--- config.mk ---
export PLATFORM = sky130hd
export DESIGN_NAME = swfpf_ctrl
export DESIGN_NICKNAME = d
export VERILOG_FILES = /design/src/hw/rtl/swfpf_pkg.sv /design/src/hw/rtl/swfpf_ctrl.sv
export SDC_FILE = /design/constraint.sdc
export NUM_CORES = 1
export LEC_CHECK = 0
export ABC_AREA = 1
export ABC_CLOCK_PERIOD_IN_PS = 1300
export BUFFER_PORTS_ARGS = -buffer_cell sky130_fd_sc_hd__buf_2
export CORE_AREA = 3 3 40 42
export DETAILED_ROUTE_END_ITERATION = 7
export DIE_AREA = 0 0 43 45
export HOLD_SLACK_MARGIN = 0.1
export RECOVER_POWER = 50
export REMOVE_ABC_BUFFERS = 1
export SYNTH_ARGS = -nofsm -noshare
export SYNTH_HDL_FRONTEND = slang
export SYNTH_SLANG_ARGS = --single-unit
--- constraint.sdc ---
create_clock -name clock -period 1.3 [get_ports clock]
set_input_delay 0.195 -clock clock [delete_from_list [all_inputs] [get_ports clock]]
set_output_delay 0.195 -clock clock [all_outputs]
set_load 0.005 [all_outputs]
--- src/hw/rtl/swfpf_pkg.sv ---
// Shared types, constants and the Q1.15 rounding helper for the sliding-window FFT peak finder.
// Used by swfpf_ctrl, swfpf_dp and sliding_window_fft_peak_finder; depends on nothing.
`default_nettype none

package swfpf_pkg;

   localparam int DEF_WINDOW_POINTS = 256;
   localparam int DEF_SAMPLE_BITS   = 16;
   localparam int SAMPLE_W          = 16;
   localparam int BIN_W             = 7;
   localparam int MAG_W             = 24;
   localparam int COEF_W            = 17;

   localparam logic [MAG_W-1:0] MAG_MAX = '1;

   localparam longint TRIG_ONE  = 64'sd1 << 30;
   localparam longint PI_Q30    = 64'sd3373259426;
   localparam longint HAM_A_Q30 = 64'sd579820585;
   localparam longint HAM_B_Q30 = 64'sd493921239;

   typedef enum logic [3:0] {
      OP_NONE,
      OP_ACCEPT,
      OP_LOAD,
      OP_BF_RD,
      OP_BF_SUB,
      OP_BF_MUL,
      OP_BF_WRQ,
      OP_SC_RD,
      OP_SC_ABS,
      OP_SQ_LO,
      OP_SQ_MID,
      OP_SQ_HI,
      OP_RT_INIT,
      OP_RT_STEP,
      OP_CMP,
      OP_OUT
   } dp_op_type;

   typedef struct packed {
      dp_op_type op;
      logic      busy;
   } dp_cmd_type;

   typedef struct packed {
      logic load_last;
      logic bf_last;
      logic stage_last;
      logic bin_last;
      logic root_last;
      logic out_free;
   } dp_status_type;

   // 30 fraction bits to Q1.15, round half up, clamp to +-1.0
   function automatic int to_q15(input longint v);
      longint r;
      r = ((v + (64'sd1 << 31) + (64'sd1 << 14)) >>> 15) - (64'sd1 << 16);
      if (r > 64'sd32768) r = 64'sd32768;
      if (r < -64'sd32768) r = -64'sd32768;
      return int'(r);
   endfunction

endpackage

`default_nettype wire

--- src/hw/rtl/swfpf_ctrl.sv ---
// Sequencer for the peak finder: walks load, FFT butterflies, bin scan and result hand-off.
// Depends on swfpf_pkg; drives swfpf_dp through dp_cmd_type and reads dp_status_type.
`default_nettype none

module swfpf_ctrl
   import swfpf_pkg::*;
(
   input  logic          clock,
   input  logic          reset,
   input  logic          req_valid,
   input  dp_status_type status,
   output dp_cmd_type    cmd
);

   typedef enum logic [3:0] {
      ST_IDLE,
      ST_LOAD,
      ST_BF_RD,
      ST_BF_SUB,
      ST_BF_MUL,
      ST_BF_WRQ,
      ST_SC_RD,
      ST_SC_ABS,
      ST_SQ_LO,
      ST_SQ_MID,
      ST_SQ_HI,
      ST_RT_INIT,
      ST_RT_STEP,
      ST_CMP,
      ST_OUT
   } state_type;

   state_type state_ff, state_in;

   always_comb begin
      state_in = state_ff;
      cmd.op   = OP_NONE;
      cmd.busy = (state_ff != ST_IDLE);
      case (state_ff)
         ST_IDLE: begin
            if (req_valid) begin
               cmd.op   = OP_ACCEPT;
               state_in = ST_LOAD;
            end
         end
         ST_LOAD: begin
            cmd.op = OP_LOAD;
            if (status.load_last) state_in = ST_BF_RD;
         end
         ST_BF_RD: begin
            cmd.op   = OP_BF_RD;
            state_in = ST_BF_SUB;
         end
         ST_BF_SUB: begin
            cmd.op   = OP_BF_SUB;
            state_in = ST_BF_MUL;
         end
         ST_BF_MUL: begin
            cmd.op   = OP_BF_MUL;
            state_in = ST_BF_WRQ;
         end
         ST_BF_WRQ: begin
            cmd.op   = OP_BF_WRQ;
            state_in = (status.bf_last && status.stage_last) ? ST_SC_RD : ST_BF_RD;
         end
         ST_SC_RD: begin
            cmd.op   = OP_SC_RD;
            state_in = ST_SC_ABS;
         end
         ST_SC_ABS: begin
            cmd.op   = OP_SC_ABS;
            state_in = ST_SQ_LO;
         end
         ST_SQ_LO: begin
            cmd.op   = OP_SQ_LO;
            state_in = ST_SQ_MID;
         end
         ST_SQ_MID: begin
            cmd.op   = OP_SQ_MID;
            state_in = ST_SQ_HI;
         end
         ST_SQ_HI: begin
            cmd.op   = OP_SQ_HI;
            state_in = ST_RT_INIT;
         end
         ST_RT_INIT: begin
            cmd.op   = OP_RT_INIT;
            state_in = ST_RT_STEP;
         end
         ST_RT_STEP: begin
            cmd.op = OP_RT_STEP;
            if (status.root_last) state_in = ST_CMP;
         end
         ST_CMP: begin
            cmd.op   = OP_CMP;
            state_in = status.bin_last ? ST_OUT : ST_SC_RD;
         end
         ST_OUT: begin
            if (status.out_free) begin
               cmd.op   = OP_OUT;
               state_in = ST_IDLE;
            end
         end
         default: state_in = ST_IDLE;
      endcase
   end

   always_ff @(posedge clock) begin
      if (reset) begin
         state_ff <= ST_IDLE;
      end else begin
         state_ff <= state_in;
      end
   end

endmodule

`default_nettype wire

==> results of run 1 <==
[power by group through the flow]
stage | clock network [mW] | registers [mW] | logic, mW
2_1_floorplan | 0 | 0.155 | 0.120
3_3_place_gp | 0 | 0.150 | 0.237
3_5_place_dp | 0 | 0.151 | 0.235
4_1_cts | 0.156 | 0.157 | 0.275
5_1_grt | 0.175 | 0.159 | 0.336
6_report | 0.159 | 0.157 | 0.301
[worst register-to-register path, delay by kind of cell, from the launching register on]
kind / cells / cell delay (ns)
flops: 1 / 0.36
buf+inv: 2 / 0.21
compound gates: 1 / 0.12
simple gates: 5 / 0.48
[cell type report]
| cell class | count | share of cell area |
|---|---|---|
| Multi-Input combinational cell | 57 | 0.494 |
| Sequential cell | 4 | 0.130 |
| Inverter | 12 | 0.0703 |
| Clock buffer | 3 | 0.0309 |
| Tap cell | 15 | 0.0257 |
| Timing Repair Buffer | 27 | 0.249 |
[cell usage after synthesis, drive strengths merged]
cell type	number
a31oi	1
buf	2
o311ai	2
nand3	9
o21ai	2
nand2	23
clkinv	1
nor3	2
or2	1
nand3b	1
dfxtp	4
nor2	11
inv	11
a21oi	4
o2111ai	1
[how the worst min path moves through the flow]
stage	startpoint	endpoint
after detailed placement	reset	state_ff[2]$_SDFFE_PP0P_
after global routing	reset	state_ff[2]$_SDFFE_PP0P_
after CTS	reset	state_ff[3]$_SDFFE_PP0P_
after global placement	reset	state_ff[2]$_SDFFE_PP0P_
after floorplan	reset	state_ff[0]$_SDFFE_PP0P_
final	reset	state_ff[2]$_SDFFE_PP0P_
[logic make-up (layout without fill, tap and decap cells)]
kind of cell | count (synthesis) | after routing
DFF | 4 | 4
AOI/OAI and AO/OA | 10 | 10
and+or+nand+nor | 47 | 47
buffers and inverters | 14 | 42
[per-stage QoR]
step	instance area (um2)	TNS, ns
finish	729	-0.425
global route	729	-0.971
detailed placement	579	-0.0250
global placement	579	-0.0212
CTS	687	-0.421
floorplan	420	0
[layer usage]
layer | wire length, um | part of all wire | track usage | vias up
met5 | 0 | 0 | 0 | -
met4 | 0 | 0 | 0.0602 | 0
met3 | 57 | 0.042 | 0.0478 | 0
met2 | 731 | 0.54 | 0.284 | 10
met1 | 566 | 0.42 | 0.186 | 260
li1 | - | - | - | 303
[what timing repair did]
item	in CTS	in global routing
endpoints found under the setup margin	4	9
pin swaps	3	6
resized for setup	23	11
setup buffers	3	1
endpoints found under the hold margin	0	0
==> summary by stage, run 1 <==
Pwr
Internal power comes to 388 uW. Of the total power, registers draw 0.254. For this design the ratio of total power to cell area is 846 mW/mm2. The share of total power dissipated in combinational logic is 0.489. The net switching fraction of the power is 0.371. The part of the total power dissipated in the clock network is 0.257. The peak ir drop on the vdd network is 0.633 mV. The power dissipated by switching net loads is 229 uW. The completed layout was analyzed and its total power is 617 uW.

The analysis attributes to cell leakage a power of 0.392 nW.

Logic synthesis
The synthesized-area fraction occupied by ao, oa, aoi and oai cells is 0.145. Synthesis handed over a netlist of 75 instances. Of the total synthesized cell area, the portion taken by full adders, half adders and majority gates is 0. In this run the mean area of a mapped cell was 5.77 um2.

By area, the combinational part of the netlist is dominated by simple AND/OR/NAND/NOR gates. The synthesized-area fraction occupied by and/or/nand/nor cells is 0.535. sky130_fd_sc_hd__dfxtp_1 takes more of the synthesized area than any other cell. Synthesis instantiated 22 different standard cells from the library.

By area the synthesized netlist is led by sky130_fd_sc_hd__dfxtp_1 (18%), sky130_fd_sc_hd__nand2_1 (17%), sky130_fd_sc_hd__inv_1 (7.8%). The Yosys step of the flow raised 0 warnings. The synthesized design contains 4 register bits. The proportion of synthesized chip area in sequential cells is 0.185. The XOR/XNOR share of the synthesized area is 0. The top cell type's share of synthesized area is 0.185. Measured against the total synthesized area, the mux share comes to 0.

Summing every instance area after synthesis gives 433 um2.

Final layout
The post-route non-filler standard cell count is 118. The layout filler cell count is 115. Leaving out fill and tap cells, the most frequent cells in the layout are sky130_fd_sc_hd__nand2_1 (15), sky130_fd_sc_hd__buf_2 (13), sky130_fd_sc_hd__buf_4 (11). The repair_antennas step left the layout with diodes totalling 0. The area growth from synthesis to layout is 68.5%. The register ranked first by flip-flop count is state_ff. The number of flip-flops under the largest register name is 4. In the final layout, the share of cells above drive strength 1 is 0.602.

The utilization after layout is 0.568. The area used by multi-input combinational logic is 360 um2. Across the whole layout, storage elements account for 95.1 um2. The library cell used most frequently in the layout, excluding fill and tap cells, is sky130_fd_sc_hd__nand2_1. At the end of the flow, the number of nets in the layout was 114. The largest registers in the layout are state_ff: 4 flops.

Clock tree
The longest clock path from root to sink contains 2 buffers. Hold repair after CTS inserted 0 buffers. The clock tree from TritonCTS is built.

The clock latency on the worst-skew pair is 0.24 ns. The register clock-pin slew on the reported worst setup and hold paths is 0.05 ns. CTS built an H-tree with a depth of 1. The number of clock sinks is 4. In this run, CTS created clock tree buffers numbering 3. The library cell used as clock root buffer is sky130_fd_sc_hd__clkbuf_4.

Critical path
The most prevalent standard cell on the critical path is sky130_fd_sc_hd__nor3_2. Data on the critical path is required at its endpoint by 1.11 ns. On the worst path, the slowest cell contributes a delay of 0.37 ns. The end point of the critical path is cmd[4].

The total stage count of the critical path is 6. The critical path capture point type is an output pin. The minimum setup slack among reg-to-reg paths is 0.03 ns. The endpoint identified for the worst register-to-register timing path is state_ff[1]$_SDFFE_PP0P_. The kind of start point of the critical path is a flop. The slowest stage of the critical path is the sky130_fd_sc_hd__dfxtp_4 cell.

The largest driver fanout on the critical path is 4. Data arrives at the worst endpoint at 1.23 ns. The gate family responsible for the most delay along the worst path is flip-flops. Walking the worst path, the cells encountered are inv_4, nand2_4, nor3_2, nor3_2, o2111ai_1, buf_2. Together, buffers and inverters on the worst path number 2. The reg-to-reg critical path startpoint is state_ff[2]$_SDFFE_PP0P_. The critical path class is flop to output pin.

The launching element of the worst setup path is state_ff[0]$_SDFFE_PP0P_. The number of cell instances on the worst register-to-register path is 8.

Timing
Setup violations remaining at the end of the flow were counted as 4. At the pin with the least slew margin, the transition time is 0.294 ns. The number of hold violations in the final report is 0. Of the available clock period, the critical path in the final layout requires 1.10.

The number of max-slew violations in the final report is 0. Final hold analysis gives a worst-case slack of 0.168 ns. Setup slack on the critical path of the routed design comes to -0.127 ns.

The shortest period the worst path allows is 1.43 ns. In this run the tightest slew margin relative to its limit is 0.801. Timing would allow up to 0.701 GHz.

Setup repair after global routing could not meet its margin everywhere. The maximum clock skew at final layout is 0.0133 ns.

Run status
The flow ran to the end, but the final reports show violations. The final reports fail on setup timing.

Floorplanning
For this configuration, the core starts out at a cell density of 0.337. The overall die height is 45 um. The number of standard-cell rows in the floorplan is 13. During I/O placement, the number of pins put on the boundary was 14. The die covers 0.00194 mm2. In this run the standard cell core region covers 0.00128 mm2.

The width of the die is 43 um.

Routing
For this block, the routed nets add up to 1360 um of wire. The detail route stage leaves a number of antenna-violating nets equal to 0. The starting DRC count in detailed routing is 10. The average routed wire per standard cell is 11.5 um. The number of vias per cell after detailed routing is 4.86.

The number of search-and-repair iterations in the first detailed-routing pass is 4. Across all layers, the routed design uses 573 vias. After detailed routing, the number of remaining DRC violations is 0.

GRT
The total overflow left after global routing is 0. The number of antenna violations at the first check in global routing is 0. The first-pass GRT wire length is 2340 um. The via count of the first global-routing pass is 558. The overall global routing resource usage is 0.162. The pin count of the biggest net entering global routing is 6.

Place
The wire-length estimate of the detail-placed layout is 933 um. The final weighted congestion in routability-driven placement is 0.868. The number of placed cells counting well taps is 111. The number of buffers added on ports is 13. The placement-stage worst setup slack is -0.0250 ns.

Run
The number of max-capacitance violations reported is 0.

Hold path
The worst hold path passes through 2 cells. The worst hold path belongs to the class primary input to flop.
Note: power is estimated with default switching activity, not from simulation.
==> run 2: changes to the inputs <==
--- a/config.mk
+++ b/config.mk
@@ -6,7 +6,7 @@
 export NUM_CORES = 1
 export LEC_CHECK = 0
 export ABC_AREA = 1
-export ABC_CLOCK_PERIOD_IN_PS = 1300
+export ABC_CLOCK_PERIOD_IN_PS = 1800
 export BUFFER_PORTS_ARGS = -buffer_cell sky130_fd_sc_hd__buf_2
 export CORE_AREA = 3 3 40 42
 export DETAILED_ROUTE_END_ITERATION = 7
@@ -17,3 +17,4 @@
 export SYNTH_ARGS = -nofsm -noshare
 export SYNTH_HDL_FRONTEND = slang
 export SYNTH_SLANG_ARGS = --single-unit
+export TNS_END_PERCENT = 20
==> constraint.sdc (replaced) <==
create_clock -name clock -period 1.8 [get_ports clock]
set_input_delay 0.27 -clock clock [delete_from_list [all_inputs] [get_ports clock]]
set_output_delay 0.27 -clock clock [all_outputs]
set_load 0.005 [all_outputs]
==> summary by stage, run 2 (same netlist as run 1, synthesis figures left out) <==
Run status
Run status: completed (was finished with violations).

Floorplanning
The number of primary I/O pins was 14 (unchanged). The width of the die came to 43 um (unchanged). The number of standard-cell rows in the floorplan is 13 (unchanged). The die outline area came to 0.00194 mm2 (unchanged). The core area is 0.00128 mm2 (unchanged). The overall die height was 45 um (unchanged).

The effective utilization at floorplan was 0.337 (unchanged).

Routing
The detailed-route wire length is 1060 um (was 1360 um). The final antenna-violating net count was 0 (unchanged). The number of vias in the routed layout was 498 (was 573).

The number of vias per cell after detailed routing is 4.79 (was 4.86). The average routed wire per standard cell was 10.2 um (was 11.5 um). The number of search-and-repair iterations in the first detailed-routing pass is 4 (unchanged). The number of DRC violations after detailed routing came to 0 (unchanged).

The starting DRC count in detailed routing came to 16 (was 10).

Critical path
The longest individual stage delay on the worst path was 0.40 ns (was 0.37 ns). The largest driver fanout on the critical path was 8 (was 4). The reg-to-reg critical path startpoint is state_ff[2]$_SDFFE_PP0P_ (unchanged). The kind of start point of the critical path is a flop (unchanged). The launching element of the worst setup path is state_ff[2]$_SDFFE_PP0P_ (was state_ff[0]$_SDFFE_PP0P_).

The critical path class is flop to output pin (unchanged). The critical path capture point type is an output pin (unchanged). The data arrival at the endpoint of the critical path is 1.36 ns (was 1.23 ns). The cell with the largest stage delay on the worst path is sky130_fd_sc_hd__dfxtp_2 (was sky130_fd_sc_hd__dfxtp_4). Series of cell instances along the critical path: inv_2, nand2_1, nor2_1, nor3_1, o2111ai_1, buf_2 (was inv_4, nand2_4, nor3_2, nor3_2, o2111ai_1, buf_2). The required arrival time at the worst endpoint came to 1.53 ns (was 1.11 ns).

Timing
The worst slew margin relative to its limit came to 0.798 (was 0.801). The hold slack is 0.243 ns (was 0.168 ns). The number of max-slew violations in the final report is 0 (unchanged). The maximum clock skew at final layout is 0.000513 ns (was 0.0133 ns). In the finished design, the share of the clock period the worst path needs comes to 0.907.

The worst-margin pin slew is 0.300 ns (was 0.294 ns). Setup repair after global routing missed its margin: false (was true). The shortest period the worst path allows is 1.63 ns. The total negative slack for setup checks is 0 ns (was -0.425 ns). The final setup violation count was 0 (was 4). The maximum achievable frequency is 0.613 GHz.

The number of hold violations in the final report is 0 (unchanged).

Clock tree
The number of clock sinks was 4 (unchanged). The clock tree from TritonCTS was built (unchanged). The clock latency on the worst-skew pair is 0.23 ns (was 0.24 ns).

The largest buffer count on any clock path came to 2 (unchanged). The register clock-pin slew on the reported worst setup and hold paths is 0.04 ns (was 0.05 ns). The H-tree depth is 1 (unchanged).

The number of post-CTS setup repair buffers came to 0 (was 3). The TritonCTS buffer count is 3 (unchanged). The library cell used as clock root buffer was sky130_fd_sc_hd__clkbuf_4 (unchanged).

Hold path
The critical hold path startpoint is reset (unchanged). The path class of the lowest-slack min-delay path is primary input to flop (unchanged).

GRT
The number of antenna violations at the first check in global routing is 0 (unchanged). The overall global routing resource usage is 0.124 (was 0.162). The via count of the first global-routing pass is 445 (was 558). The first-pass GRT wire length is 1790 um (was 2340 um). The total congestion overflow after global routing is 0 (unchanged). The pin count of the biggest net entering global routing is 10 (was 6).

Place
The final weighted congestion in routability-driven placement is 0.841 (was 0.868). The estimated wirelength of the detail-placed design is 864 um (was 933 um). The number of buffers added on ports is 13 (unchanged).

Final layout
The final antenna diode count is 0 (unchanged). The number of flip-flops under the largest register name was 4 (unchanged). The area growth from synthesis to layout is 22.3% (was 68.5%). Largest registers: state_ff: 4 flops (unchanged). The layout net count is 100 (was 114). The register ranked first by flip-flop count is state_ff (unchanged). The most frequent standard cell in the layout excluding fill and tap cells is sky130_fd_sc_hd__nand2_1 (unchanged).

Most used cells in the layout excluding fill and tap cells: sky130_fd_sc_hd__nand2_1 (21), sky130_fd_sc_hd__buf_2 (13), sky130_fd_sc_hd__inv_1 (9) (was sky130_fd_sc_hd__nand2_1 (15), sky130_fd_sc_hd__buf_2 (13), sky130_fd_sc_hd__buf_4 (11)). The fraction of final layout cells with drive strength greater than 1 is 0.360 (was 0.602).

Pwr
The power density over the cells is 668 mW/mm2 (was 846 mW/mm2). The peak ir drop on the vdd network was 0.393 mV (was 0.633 mV). The leakage power of the design is 0.285 nW (was 0.392 nW).

Run
The number of max-capacitance violations reported was 0 (unchanged).
[run 2: cell count changes in the layout (fill, tap and decap cells not counted), moves of 3 or more]
cell / change
sky130_fd_sc_hd__dfxtp_2: +4
sky130_fd_sc_hd__buf_6: -3
sky130_fd_sc_hd__nand2_2: -4
sky130_fd_sc_hd__nand2_1: +6
sky130_fd_sc_hd__buf_4: -11
sky130_fd_sc_hd__dfxtp_4: -4
sky130_fd_sc_hd__inv_1: +3
[run 2: timing repair]
item                                   4_1_cts  5_1_grt
setup endpoints to repair                    0        4
resized for setup                            0        4
hold buffers                                 0        0
endpoints found under the hold margin        0        0
[run 2: area by class of cell]
cell class                      instances  area [um2]
Sequential cell                         4        85.1
Fill cell                             140         756
Inverter                               12        46.3
Timing Repair Buffer                   13        65.1
Tap cell                               15        18.8
Clock buffer                            3        22.5
Multi-Input combinational cell         57         292
[run 2: worst paths after layout]
kind	endpoint	slack (ns)	cells past startpoint
setup / recovery	cmd[4]	0.17	6
hold / removal	state_ff[0]$_SDFFE_PP0P_	0.24	2
setup reg to reg	state_ff[3]$_SDFFE_PP0P_	0.54	6
hold reg to reg	state_ff[0]$_SDFFE_PP0P_	0.60	3
[run 2: metal layers]
layer | vias up | track usage | wire length, um
met1 | 218 | 0.147 | 481
li1 | 272 | - | -
met5 | - | 0 | 0
met3 | 0 | 0.0239 | 34
met4 | 0 | 0.0723 | 0
met2 | 8 | 0.210 | 547
[run 2: power by group]
part	internal [mW]	switching, mW	total (mW)
combinational	0.0539	0.0728	0.127
sequential	0.0993	0.0164	0.116
clock	0.0746	0.0365	0.111
[run 2: through the flow]
stage	util	cell area (um2)	instances	power (mW)	worst slack (ns)
after global routing	0.412	529	104	0.383	0.0377
after CTS	0.410	527	104	0.358	0.0396
final	0.412	529	104	0.353	0.168
after global placement	0.392	504	101	0.244	0.280
after detailed placement	0.392	504	101	0.243	0.292
after floorplan	-	420	73	0.199	0.530
[run 2: critical path, delay by kind of cell, from the launching register on]
| kind | cells | cell delay, ns |
|---|---|---|
| buffers and inverters | 2 | 0.23 |
| flip-flops | 1 | 0.40 |
| AND/OR/NAND/NOR | 3 | 0.37 |
| AO/OA/AOI/OAI | 1 | 0.13 |
